<file path="config.mk">
export PLATFORM = sky130hd
export DESIGN_NAME = base64_lsb_first_line_encoder_flat
export DESIGN_NICKNAME = d
export VERILOG_FILES = /design/src/rtl/b64le_pkg.sv /design/src/rtl/b64le_ifs.sv /design/src/rtl/base64_lsb_first_line_encoder.sv /design/src/flat_wrapper.sv
export VERILOG_INCLUDE_DIRS = /design/src /design/src/rtl
export SDC_FILE = /design/constraint.sdc
export NUM_CORES = 1
export LEC_CHECK = 0
export BUFFER_PORTS_ARGS = -buffer_cell sky130_fd_sc_hd__buf_2
export CAP_MARGIN = 15
export CORE_MARGIN = 2
export CORE_UTILIZATION = 40
export DETAILED_ROUTE_END_ITERATION = 16
export GPL_TIMING_DRIVEN = 0
export PLACE_DENSITY = 0.55
export SETUP_SLACK_MARGIN = 0.15
export SYNTH_ARGS = -nofsm -noshare
export SYNTH_HDL_FRONTEND = slang
export SYNTH_SLANG_ARGS = --single-unit
</file>
<file path="constraint.sdc">
create_clock -name clk -period 4.48 [get_ports clk]
set_clock_uncertainty 0.05 [all_clocks]
set_input_delay 0.448 -clock clk [delete_from_list [all_inputs] [get_ports clk]]
set_output_delay 0.448 -clock clk [all_outputs]
set_load 0.01 [all_outputs]
</file>
<file path="src/rtl/assert_macros.svh">
// ----------------------------------------------------------------------------
// Assertion macros
// Shared concurrent assertion forms for the RTL.
// ----------------------------------------------------------------------------
`ifndef ASSERT_MACROS_SVH
`define ASSERT_MACROS_SVH

// The consequent must hold in the same cycle as the antecedent.
`define ASSERT_SAME(label, clk, rst, ante, cons) \
  label: assert property (@(posedge clk) disable iff (rst) (ante) |-> (cons)) \
    else $error("assertion failed");

// The consequent must hold in the cycle after the antecedent.
`define ASSERT_NEXT(label, clk, rst, ante, cons) \
  label: assert property (@(posedge clk) disable iff (rst) (ante) |=> (cons)) \
    else $error("assertion failed");

`endif

</file>
<file path="src/rtl/b64le_pkg.sv">
// ----------------------------------------------------------------------------
// Base64 line encoder package
// Constants, types and the symbol alphabet of the encoder.
// ----------------------------------------------------------------------------
package b64le_pkg;

  localparam int unsigned LINE_CHARS_DEFAULT = 64;
  localparam int unsigned LINE_W = 6;

  localparam logic [7:0] PAD_CHAR = 8'd61;
  localparam logic [7:0] CR_CHAR  = 8'd13;
  localparam logic [7:0] LF_CHAR  = 8'd10;

  typedef enum logic [1:0] {
    LS_CHAR,
    LS_CR,
    LS_LF
  } line_state_t;

  function automatic logic [7:0] sym_to_ascii(input logic [5:0] v);
    logic [7:0] w;
    logic [7:0] c;
    w = {2'b00, v};
    if (v < 6'd26) begin
      c = 8'd65 + w;
    end else if (v < 6'd52) begin
      c = 8'd71 + w;
    end else if (v < 6'd62) begin
      c = w - 8'd4;
    end else if (v == 6'd62) begin
      c = 8'd43;
    end else begin
      c = 8'd47;
    end
    return c;
  endfunction

endpackage

</file>
<file path="src/rtl/b64le_ifs.sv">
// ----------------------------------------------------------------------------
// Base64 line encoder channels
// Valid/ready channels for message bytes and for output characters.
// ----------------------------------------------------------------------------
interface b64le_in_if;
  logic       valid;
  logic       ready;
  logic [7:0] data_byte;
  logic       end_of_message;

  modport source (output valid, output data_byte, output end_of_message, input ready);
  modport sink (input valid, input data_byte, input end_of_message, output ready);
endinterface

interface b64le_out_if;
  logic       valid;
  logic       ready;
  logic [7:0] out_char;
  logic       last_of_run;

  modport source (output valid, output out_char, output last_of_run, input ready);
  modport sink (input valid, input out_char, input last_of_run, output ready);
endinterface

</file>
<file path="src/rtl/base64_lsb_first_line_encoder.sv">
// The first character of a byte enters the output register from the character buffer once
// the byte is accepted and the output can advance.
// Throughput: one character per cycle through the output register while char_stream.ready
// does not stall it; a byte causes one to six characters, usually one or two.
// A new byte is accepted in the cycle in which the previous byte's last character enters the
// output register.
// Reset (rst, synchronous) empties the buffer and output and clears group and line state.
// ----------------------------------------------------------------------------
// Base64 LSB-first line encoder
// Encodes message bytes into base64 characters with padding and CR LF wrap.
// ----------------------------------------------------------------------------
`include "assert_macros.svh"

module base64_lsb_first_line_encoder #(
  parameter int unsigned LINE_CHARS = b64le_pkg::LINE_CHARS_DEFAULT
) (
  input logic          clk,
  input logic          rst,
  b64le_in_if.sink     byte_stream,
  b64le_out_if.source  char_stream
);

  logic [5:0]             carry_bits;
  logic [1:0]             group_phase;
  logic [b64le_pkg::LINE_W-1:0] line_count;

  logic [7:0]             chars [4];
  logic [1:0]             last_idx;
  logic [1:0]             idx;
  logic                   eom;
  logic                   end_pend;
  logic                   busy;
  b64le_pkg::line_state_t state;
  b64le_pkg::line_state_t state_next;

  logic                   out_valid;
  logic [7:0]             out_char;
  logic                   last_of_run;

  logic                   adv;
  logic                   step;
  logic                   accept;
  logic [b64le_pkg::LINE_W-1:0] line_inc;
  logic                   line_full;
  logic [7:0]             emit_char;
  logic                   emit_last;

  logic [7:0]             new_chars [4];
  logic [1:0]             new_last_idx;
  logic [5:0]             carry_next;
  logic [1:0]             group_phase_next;
  logic [7:0]             b;

  assign adv       = !out_valid || char_stream.ready;
  assign step      = busy && adv;
  assign line_inc  = line_count + 6'd1;
  assign line_full = ({1'b0, line_inc} >= 7'(LINE_CHARS)) || (line_inc == 6'd0);

  assign byte_stream.ready = !busy || (adv && emit_last);
  assign accept            = byte_stream.valid && byte_stream.ready;

  assign char_stream.valid       = out_valid;
  assign char_stream.out_char    = out_char;
  assign char_stream.last_of_run = last_of_run;

  always_comb begin
    case (state)
      b64le_pkg::LS_CHAR: state_next = line_full ? b64le_pkg::LS_CR : b64le_pkg::LS_CHAR;
      b64le_pkg::LS_CR:   state_next = b64le_pkg::LS_LF;
      b64le_pkg::LS_LF:   state_next = b64le_pkg::LS_CHAR;
      default:            state_next = b64le_pkg::LS_CHAR;
    endcase
  end

  always_comb begin
    case (state)
      b64le_pkg::LS_CHAR: begin
        emit_char = chars[idx];
        emit_last = busy && !line_full && (idx == last_idx);
      end
      b64le_pkg::LS_CR: begin
        emit_char = b64le_pkg::CR_CHAR;
        emit_last = 1'b0;
      end
      b64le_pkg::LS_LF: begin
        emit_char = b64le_pkg::LF_CHAR;
        emit_last = busy && end_pend;
      end
      default: begin
        emit_char = b64le_pkg::LF_CHAR;
        emit_last = 1'b0;
      end
    endcase
  end

  always_comb begin
    b            = byte_stream.data_byte;
    new_chars[0] = b64le_pkg::PAD_CHAR;
    new_chars[1] = b64le_pkg::PAD_CHAR;
    new_chars[2] = b64le_pkg::PAD_CHAR;
    new_chars[3] = b64le_pkg::PAD_CHAR;
    case (group_phase)
      2'd0: begin
        new_chars[0]     = b64le_pkg::sym_to_ascii(b[5:0]);
        new_chars[1]     = b64le_pkg::sym_to_ascii({4'd0, b[7:6]});
        new_last_idx     = byte_stream.end_of_message ? 2'd3 : 2'd0;
        carry_next       = {4'd0, b[7:6]};
        group_phase_next = 2'd1;
      end
      2'd1: begin
        new_chars[0]     = b64le_pkg::sym_to_ascii(carry_bits | {b[3:0], 2'b00});
        new_chars[1]     = b64le_pkg::sym_to_ascii({2'd0, b[7:4]});
        new_last_idx     = byte_stream.end_of_message ? 2'd2 : 2'd0;
        carry_next       = {2'd0, b[7:4]};
        group_phase_next = 2'd2;
      end
      default: begin
        new_chars[0]     = b64le_pkg::sym_to_ascii(carry_bits | {b[1:0], 4'b0000});
        new_chars[1]     = b64le_pkg::sym_to_ascii(b[7:2]);
        new_last_idx     = 2'd1;
        carry_next       = 6'd0;
        group_phase_next = 2'd0;
      end
    endcase
    if (byte_stream.end_of_message) begin
      carry_next       = 6'd0;
      group_phase_next = 2'd0;
    end
  end

  always_ff @(posedge clk) begin
    if (rst) begin
      busy        <= 1'b0;
      out_valid   <= 1'b0;
      state       <= b64le_pkg::LS_CHAR;
      carry_bits  <= 6'd0;
      group_phase <= 2'd0;
      line_count  <= '0;
      idx         <= 2'd0;
      end_pend    <= 1'b0;
    end else begin
      if (adv) begin
        out_valid <= busy;
      end
      if (step) begin
        state <= state_next;
        if (emit_last && eom) begin
          line_count <= '0;
        end else if (state == b64le_pkg::LS_CHAR) begin
          line_count <= line_full ? '0 : line_inc;
        end
      end
      if (accept) begin
        busy <= 1'b1;
      end else if (step && emit_last) begin
        busy <= 1'b0;
      end
      if (accept) begin
        idx <= 2'd0;
      end else if (step && state == b64le_pkg::LS_CHAR) begin
        idx <= idx + 2'd1;
      end
      if (accept) begin
        end_pend <= 1'b0;
      end else if (step && state == b64le_pkg::LS_CHAR && line_full) begin
        end_pend <= (idx == last_idx);
      end
      if (accept) begin
        carry_bits  <= carry_next;
        group_phase <= group_phase_next;
      end
    end
  end

  always_ff @(posedge clk) begin
    if (accept) begin
      chars    <= new_chars;
      last_idx <= new_last_idx;
      eom      <= byte_stream.end_of_message;
    end
    if (step) begin
      out_char    <= emit_char;
      last_of_run <= emit_last;
    end
  end

  `ASSERT_SAME(a_line_bound, clk, rst, 1'b1, {1'b0, line_count} < 7'(LINE_CHARS))
  `ASSERT_NEXT(a_cr_then_lf, clk, rst,
    out_valid && char_stream.ready && out_char == b64le_pkg::CR_CHAR,
    out_valid && out_char == b64le_pkg::LF_CHAR)
  `ASSERT_NEXT(a_eom_line_reset, clk, rst, step && emit_last && eom, line_count == '0)
  `ASSERT_SAME(a_no_accept_midrun, clk, rst, busy && !emit_last, !byte_stream.ready)

endmodule
</file>
<file path="src/flat_wrapper.sv">
// flat-port wrapper written by rule: the top's interface ports become plain ports
module base64_lsb_first_line_encoder_flat 
#(
  parameter int unsigned LINE_CHARS = b64le_pkg::LINE_CHARS_DEFAULT
)
  (clk, rst, byte_stream_valid, byte_stream_data_byte, byte_stream_end_of_message, byte_stream_ready, char_stream_valid, char_stream_out_char, char_stream_last_of_run, char_stream_ready);
  b64le_in_if byte_stream_i ();
  b64le_out_if char_stream_i ();
  input logic clk;
  input logic rst;
  input wire logic [$bits(byte_stream_i.valid)-1:0] byte_stream_valid;
  input wire logic [$bits(byte_stream_i.data_byte)-1:0] byte_stream_data_byte;
  input wire logic [$bits(byte_stream_i.end_of_message)-1:0] byte_stream_end_of_message;
  output wire logic [$bits(byte_stream_i.ready)-1:0] byte_stream_ready;
  output wire logic [$bits(char_stream_i.valid)-1:0] char_stream_valid;
  output wire logic [$bits(char_stream_i.out_char)-1:0] char_stream_out_char;
  output wire logic [$bits(char_stream_i.last_of_run)-1:0] char_stream_last_of_run;
  input wire logic [$bits(char_stream_i.ready)-1:0] char_stream_ready;
  assign byte_stream_i.valid = byte_stream_valid;
  assign byte_stream_i.data_byte = byte_stream_data_byte;
  assign byte_stream_i.end_of_message = byte_stream_end_of_message;
  assign byte_stream_ready = byte_stream_i.ready;
  assign char_stream_valid = char_stream_i.valid;
  assign char_stream_out_char = char_stream_i.out_char;
  assign char_stream_last_of_run = char_stream_i.last_of_run;
  assign char_stream_i.ready = char_stream_ready;
  base64_lsb_first_line_encoder #(.LINE_CHARS(LINE_CHARS)) u_core (.clk(clk), .rst(rst), .byte_stream(byte_stream_i), .char_stream(char_stream_i));
endmodule
</file>
## After elaboration in Yosys (flattened, before gate mapping)

Index checks and enable logic that the tools add are counted.

| word-level totals | value |
|---|---|
| logic and storage cells | 112 |
| register bits after elaboration | 49 |

| operators by class | value |
|---|---|
| order comparisons | 13 |
| muxes and demuxes | 36 |
| reductions and logical operators | 22 |
| equality and inequality tests | 8 |
| add/subtract/negate cells | 16 |
| bitwise gates (word level) | 3 |

Operator list:

| cell | number |
|---|---|
| two-way mux 8 bit | 14 |
| adder 7 x 6 -> 8 bit, first input constant | 8 |
| < comparator 6 bit, second input constant | 8 |
| one-hot mux 16 bit (2 select lines) | 1 |
| subtractor 6 x 3 -> 7 bit, second input constant | 4 |
| == test 6 bit, second input constant | 4 |
| < comparator 6 x 5 -> 1 bit, second input constant | 4 |
| two-way mux 6 bit | 3 |
| binary-select mux 8 bit (select 2 bit) | 1 |
| one-hot mux 8 bit (2 select lines) | 1 |
| two-way mux 3 bit | 4 |
| bitwise OR 6 bit | 2 |
| one-hot mux 2 bit (2 select lines) | 3 |
| logical AND 1 bit | 10 |
| adder 7 x 2 -> 8 bit, first input constant | 1 |
| adder 7 x 4 -> 8 bit, first input constant | 1 |
| one-hot mux 4 bit (2 select lines) | 1 |
| adder 6 x 1 -> 6 bit, second input constant | 1 |
| logical NOT 6 bit | 1 |
| two-way mux 2 bit | 3 |
| == test 2 x 1 -> 1 bit, second input constant | 2 |
| logical NOT 2 bit | 2 |
| two-way mux 4 bit | 1 |
| nonzero test 2 bit | 2 |
| 11 further kinds | 16 |

## Longest topological paths before layout

Gate-level depths: netlist of run 1.

| logic depth | value |
|---|---|
| depth after elaboration | 10 |
| depth in mapped cells | 11 |
| mapped depth without buffers | 9 |

## Worst setup path before layout of run 1

OpenSTA, ideal clock, no wires.

| timing path | value |
|---|---|
| path type | input to register |
| start | input port byte_stream_data_byte[0] |
| end | register u_core.chars[24] (netlist name), data pin |
| path slack | 1.749 ns |
| arrival time | 2.411 ns |
| path buffers | 2 |
| required time | 4.160 ns |
| stages | 11 |
| path through | clkbuf_1 nor2_1 inv_1 ha_1 a211o_1 o21ai_0 clkbuf_1 o21ai_0 o311a_1 a211oi_1 a21oi_1 |

RTL lines:

| what | line | source |
|---|---|---|
| start, declared | flat_wrapper.sv:12 | `input wire logic [$bits(byte_stream_i.data_byte)-1:0] byte_stream_data_byte;` |
| end signal, assigned | base64_lsb_first_line_encoder.sv:177 | `chars <= new_chars;` |
| end, declared | base64_lsb_first_line_encoder.sv:27 | `logic [7:0] chars [4];` |

==> flow_metrics.tcl, run 1 <==
set metrics [dict create \
    rr_endpoint "u_core.chars[27]$_DFFE_PP_" \
    rsz0062_at_grt "false" \
    relSlewSlack_pct 53.3 \
    rows 35 \
    drtIter0Drc 252 \
    dieHeight_um 102 \
    drc 0 \
    yosys-top-cells-count "nand2_1 (40), a21oi_1 (38), o21ai_0 (35)" \
    grt_use_total_pct 21.1 \
    die_w_um 102 \
    crit_buf_inv 4 \
    cts_tree "built" \
    via_count 3667 \
    n_antenna_cell 0 \
    worstSetupEndpointType "register" \
    cts.hold.buffers_added 0 \
    num_io_pins 24 \
    htreeDepth 2 \
    multi_input_area_um2 2370 \
    holdPathStages 3 \
    r2r-start "u_core.carry_bits[2]$_SDFFE_PP0P_" \
    pwr-share-clk_pct 29.4 \
    insertion_delay_ns 0.30 \
    reg2reg_depth 10 \
    path_delay_family "compound AO/OA/AOI/OAI gates" \
    switching_share_pct 29.8 \
    finalNetCount 533 \
    initial_core_util_pct 41.4 \
    p_leak_uw 0.00156 \
    placed_area_um2 4100 \
    syn_area_um2 3820 \
    worst_hold_slack_ns 0.325 \
    synth.avg_cell_area_um2 8.24 \
    worstSetupStartpointType "input pin" \
    status "completed" \
    final_cell_area_um2 4220 \
    synth_edf_count 28 \
    ctsResizeCount 0 \
    vdd_drop_max_mv 0.137 \
    p_sw_uw 318 \
    synth_cells 464 \
    die_area_um2 10400 \
    synth_warnings 0 \
    finalCriticalPeriod_ns 3.21 \
    final.fill_count 962 \
    clock-sinks 47 \
    io_buffers 23 \
    ant_nets 0 \
    ys_types 65 \
    path_clk_slew_ns 0.09 \
    setup_viol 0 \
    fin_util_pct 45.6 \
    grt-ovfl-total 0 \
    slowest_delay_ns 0.42 \
    clockBufferDepth 2 \
    synth-main-ff-cell "edfxtp_1" \
    hold_path.class "input pin to register" \
    yosysTopAreaCellShare_pct 22.0 \
    cap_violations 0 \
    crit_fanout 10 \
    crit_chain "buf_2 -> clkbuf_1 -> nor2_1 -> inv_1 -> ha_1 -> a211o_1 -> o21ai_0 -> clkbuf_1 -> nor2_1 -> a221oi_1 -> o21ai_0 -> o211ai_1" \
    setup_tns_ns 0 \
    antenna_found_initial 0 \
    wire_per_inst_um 17.0 \
    hold_end "u_core.busy$_SDFFE_PP0P_" \
    critPathSlowestCell "nor2_1" \
    drt_wl_total_um 10600 \
    p_per_area_nw_per_um2 253 \
    drive_gt1_share_pct 9.49 \
    crit_arrival_ns 3.28 \
    post_cts_buffers 0 \
    synth_nets 503 \
    slew_viol_final 0 \
    vias_per_cell 5.88 \
    hpwl_um 8050 \
    clockRootBuffer "clkbuf_8" \
    hp-start "byte_stream_valid" \
    numCtsBuffers 5 \
    synth_seq_cells 47 \
    grt_pass1_vias 3360 \
    synthTopCellsByArea "edfxtp_1 (22%), dfxtp_1 (9.9%), ha_1 (8.5%), a21oi_1 (5.0%), o21ai_0 (4.6%)" \
    worstPathRequired_ns 4.55 \
    p_int_uw 750 \
    hold_viol 0 \
    async_flop_share_pct 0 \
    seq_area_um2 1220 \
    worst_slew_pin_slew_ns 0.699 \
    gp_congestion 0.913 \
    crit_type "input pin to register" \
    grt_max_degree 20 \
    seqPwrFrac_pct 47.0 \
    fmax_mhz 312 \
    fin_crit_sh_pct 71.6 \
    yosysMostFrequentCell "nand2_1" \
    ys_seq_area_share_pct 31.9 \
    grt_pass1_wl_um 17200 \
    synth_top_area_cell "edfxtp_1" \
    core-area_um2 9240 \
    syn_to_final_growth_pct 10.3 \
    combPwrFrac_pct 23.5 \
    first_pass_iters 6 \
    rrSetupSlack_ns 1.45 \
]
==> flip-flops by register name, indices dropped and copies added, names as in the netlist <==
register and flops:
u_core.char_stream.valid 1, u_core.busy 1, u_core.state 2, u_core.last_idx 2, u_core.group_phase 2, u_core.char_stream.out_char 8, u_core.end_pend 1, u_core.char_stream.last_of_run 1
u_core.carry_bits 4, u_core.chars 16, u_core.eom 1, u_core.line_count 6, u_core.idx 2
==> final cells by class <==
cell class / count / area share [%]
clock inverters: 3 / 1.13
plain buffers: 30 / 3.18
well taps: 129 / 3.83
flip-flops and latches: 47 / 29.0
clock buffers: 5 / 1.63
multi-input cells: 362 / 56.3
inverters: 25 / 2.23
repair buffers: 23 / 2.73
==> power groups by stage <==
stage	Combinational [µW]	Clock [µW]	Sequential (µW)
after floorplan	170	0	513
after global placement	246	0	512
after detailed placement	247	0	513
after CTS	248	322	503
after global routing	279	338	506
final	251	314	502
==> layout by cell type, fill, tap and decap left out, drive strengths merged, types with 10 or more instances in the layout <==
master	count
a211oi	10
a21oi	38
a31oi	13
buf	30
clkbuf	28
dfxtp	19
edfxtp	28
ha	26
inv	26
mux2i	13
nand2	40
nand2b	10
nand3	14
nor2	34
nor2b	12
nor3	19
o211ai	10
o21ai	36
==> through the flow <==
| step | instances | power [µW] | worst slack [ns] |
|---|---|---|---|
| finish | 624 | 1070 | 1.27 |
| global route | 624 | 1120 | 1.06 |
| CTS | 624 | 1070 | 1.31 |
| detailed placement | 616 | 759 | 0.999 |
| global placement | 616 | 758 | 0.950 |
| floorplan | 464 | 683 | 1.75 |
==> worst min-delay path, cell delays in order <==
cell and delay [ns]:
buf_2 0.08, nor2_1 0.04, nor2_1 0.08
==> kinds of logic (layout without fill, tap and decap cells) <==
group,Yosys count,after routing,synth area share [%]
compound gates,153,153,26.3
xor+xnor,11,11,2.72
fa+ha+maj,26,26,8.51
buf+inv,55,86,5.96
flops,47,47,31.9
mux,17,17,4.58
simple gates,155,155,20.0
==> routing by layer <==
layer	vias to the layer above	track usage (%)	wire length [µm]
li1	1779	-	-
met1	1716	27.9	4720
met2	143	35.2	4950
met3	29	2.62	623
met4	0	7.80	280
met5	-	0	0
==> how the worst max path moves through the flow <==
stage,startpoint,endpoint,slack (ns),depth (start not counted)
3_5_place_dp,byte_stream_data_byte[0],u_core.chars[30]$_DFFE_PP_,1.0,12
2_1_floorplan,byte_stream_data_byte[0],u_core.chars[24]$_DFFE_PP_,1.75,11
4_1_cts,byte_stream_data_byte[0],u_core.chars[30]$_DFFE_PP_,1.31,12
3_3_place_gp,byte_stream_data_byte[0],u_core.chars[30]$_DFFE_PP_,0.95,12
5_1_grt,byte_stream_data_byte[0],u_core.chars[30]$_DFFE_PP_,1.06,12
6_report,byte_stream_data_byte[0],u_core.chars[27]$_DFFE_PP_,1.27,12
Power figures use the tool's default switching activity.
==> run 2: changes to the inputs <==
--- a/config.mk
+++ b/config.mk
@@ -12,7 +12,7 @@
 export CORE_UTILIZATION = 40
 export DETAILED_ROUTE_END_ITERATION = 16
 export GPL_TIMING_DRIVEN = 0
-export PLACE_DENSITY = 0.55
+export PLACE_DENSITY = 0.58
 export SETUP_SLACK_MARGIN = 0.15
 export SYNTH_ARGS = -nofsm -noshare
 export SYNTH_HDL_FRONTEND = slang
==> constraint.sdc (replaced) <==
create_clock -name clk -period 2.88 [get_ports clk]
set_clock_uncertainty 0.05 [all_clocks]
set_input_delay 0.288 -clock clk [delete_from_list [all_inputs] [get_ports clk]]
set_output_delay 0.288 -clock clk [all_outputs]
set_load 0.01 [all_outputs]
==> flow_metrics.tcl, run 2 (synthesis results as in run 1) <==
set metrics [dict create \
    die_area_um2 10400 \
    grt-ovfl-total 0 \
    crit_fanout 10 \
    total_power_uw 1560 \
    p_leak_uw 0.00157 \
    wire_per_inst_um 16.9 \
    worstSetupEndpointType "register" \
    fmax_mhz 379 \
    slowest_delay_ns 0.40 \
    final_cells 626 \
    rows 35 \
    largest_register "u_core.chars" \
    grt_pass1_wl_um 17000 \
    worst_slew_pin_slew_ns 0.699 \
    combPwrFrac_pct 25.5 \
    fin_util_pct 45.7 \
    core-area_um2 9240 \
    crit_path_frequent_cell "a21oi_1" \
    gr-usage-met2_pct 34.2 \
    final.fill_count 933 \
    crit_type "input pin to register" \
    pwr-share-clk_pct 24.3 \
    cts_tree "built" \
    path_delay_family "buffers and inverters" \
    worst_hold_slack_ns 0.171 \
    p_per_area_nw_per_um2 369 \
    dp.cells 616 \
    syn_to_final_growth_pct 10.4 \
    n_antenna_cell 0 \
    hpwl_um 7980 \
    cap_violations 0 \
    clock-sinks 47 \
    grt_max_degree 20 \
    p_sw_uw 479 \
    critPathSlowestCell "clkbuf_1" \
    status "completed" \
    htreeDepth 2 \
    drive_gt1_share_pct 11.3 \
    grt_use_total_pct 20.8 \
    hold_path.class "input pin to register" \
    layout_commonest_cell "nand2_1" \
    rrSetupSlack_ns 0.24 \
    p_int_uw 1080 \
    final_cell_mix "nand2_1 (40), a21oi_1 (37), o21ai_0 (34)" \
    largest_register_ffs 16 \
    antenna_found_initial 0 \
    via_count 3644 \
    gp_congestion 0.919 \
    switching_share_pct 30.7 \
    dieHeight_um 102 \
    first_pass_iters 5 \
    crit_arrival_ns 2.61 \
    rsz0062_at_grt "false" \
    path_clk_slew_ns 0.09 \
    drtIter0Drc 304 \
    ant_nets 0 \
    vias_per_cell 5.82 \
    io_buffers 23 \
    num_io_pins 24 \
    die_w_um 102 \
    crit_chain "buf_2 -> clkbuf_1 -> inv_1 -> ha_1 -> a21oi_1 -> nand2_1 -> clkbuf_2 -> a21oi_1 -> nor3_1 -> o21ai_0 -> o211ai_1" \
    seq_area_um2 1220 \
    vdd_drop_max_mv 0.153 \
    grt_use_met3_pct 2.14 \
    clockBufferDepth 2 \
    finalNetCount 535 \
    grt_pass1_vias 3361 \
    finalCriticalPeriod_ns 2.64 \
    drt_wl_total_um 10600 \
    setup_viol 0 \
    seqPwrFrac_pct 50.2 \
    drc 0 \
    worstPathRequired_ns 2.85 \
    grt_use_met1_pct 28.8 \
    numCtsBuffers 5 \
    slew_viol_final 0 \
    crit_buf_inv 4 \
    hold_viol 0 \
    clockRootBuffer "clkbuf_8" \
    insertion_delay_ns 0.29 \
    multi_input_area_um2 2390 \
    relSlewSlack_pct 53.3 \
    initial_core_util_pct 41.4 \
    grt_most_used_layer "met2" \
    reg_top3 "u_core.chars (16), u_core.char_stream.out_char (8), u_core.line_count (6)" \
    worstSetupStartpointType "input pin" \
    fin_crit_sh_pct 91.7 \
    setup_tns_ns 0 \
]
==> run 2: worst paths after layout <==
| path | end | from | cells after the start |
|---|---|---|---|
| worst max-delay path | u_core.chars[27]$_DFFE_PP_ | byte_stream_data_byte[1] | 11 |
| worst min-delay path | u_core.busy$_SDFFE_PP0P_ | byte_stream_valid | 3 |
| worst max register to register | u_core.chars[27]$_DFFE_PP_ | u_core.carry_bits[2]$_SDFFE_PP0P_ | 10 |
| worst min register to register | u_core.end_pend$_SDFFE_PP0P_ | u_core.end_pend$_SDFFE_PP0P_ | 2 |
==> run 2: what timing repair did <==
item                                    4_1_cts  5_1_grt
buffers inserted                              2        0
resized for setup                             5       10
endpoints found under the hold margin         0        0
endpoints found under the setup margin        5        7
hold buffers                                  0        0
==> run 2: worst min-delay path, delay by kind of cell <==
family / cells / cell delay, ns
AND/OR/NAND/NOR: 2 / 0.11
buffers and inverters: 1 / 0.09
==> run 2: layer usage <==
layer | part of all wire, % | up-vias
li1 | - | 1793
met1 | 46 | 1712
met2 | 48 | 131
met3 | 5.5 | 8
met4 | 0.92 | 0
met5 | 0 | -
==> run 2: layout make-up <==
cell class	count	share of cell area [%]
Multi-Input combinational cell	362	56.7
Sequential cell	47	28.9
Tap cell	129	3.82
Buffer	30	3.35
Timing Repair Buffer	25	3.08
Inverter	25	2.22
Clock buffer	7	1.81
Clock inverter	1	0.119
==> run 2: stage by stage <==
step	area [µm²]	setup WS [ns]
after detailed placement	4100	-0.415
final	4220	0.240
after CTS	4210	0.172
after global routing	4220	0.148
after floorplan	3820	0.309
after global placement	4100	-0.405
==> run 2: power by group through the flow <==
stage                     clock network, µW  logic, µW  registers [µW]
after floorplan                           0        265             798
after global placement                    0        379             797
after detailed placement                  0        383             799
after CTS                               391        389             783
after global routing                    417        440             787
final                                   379        397             782
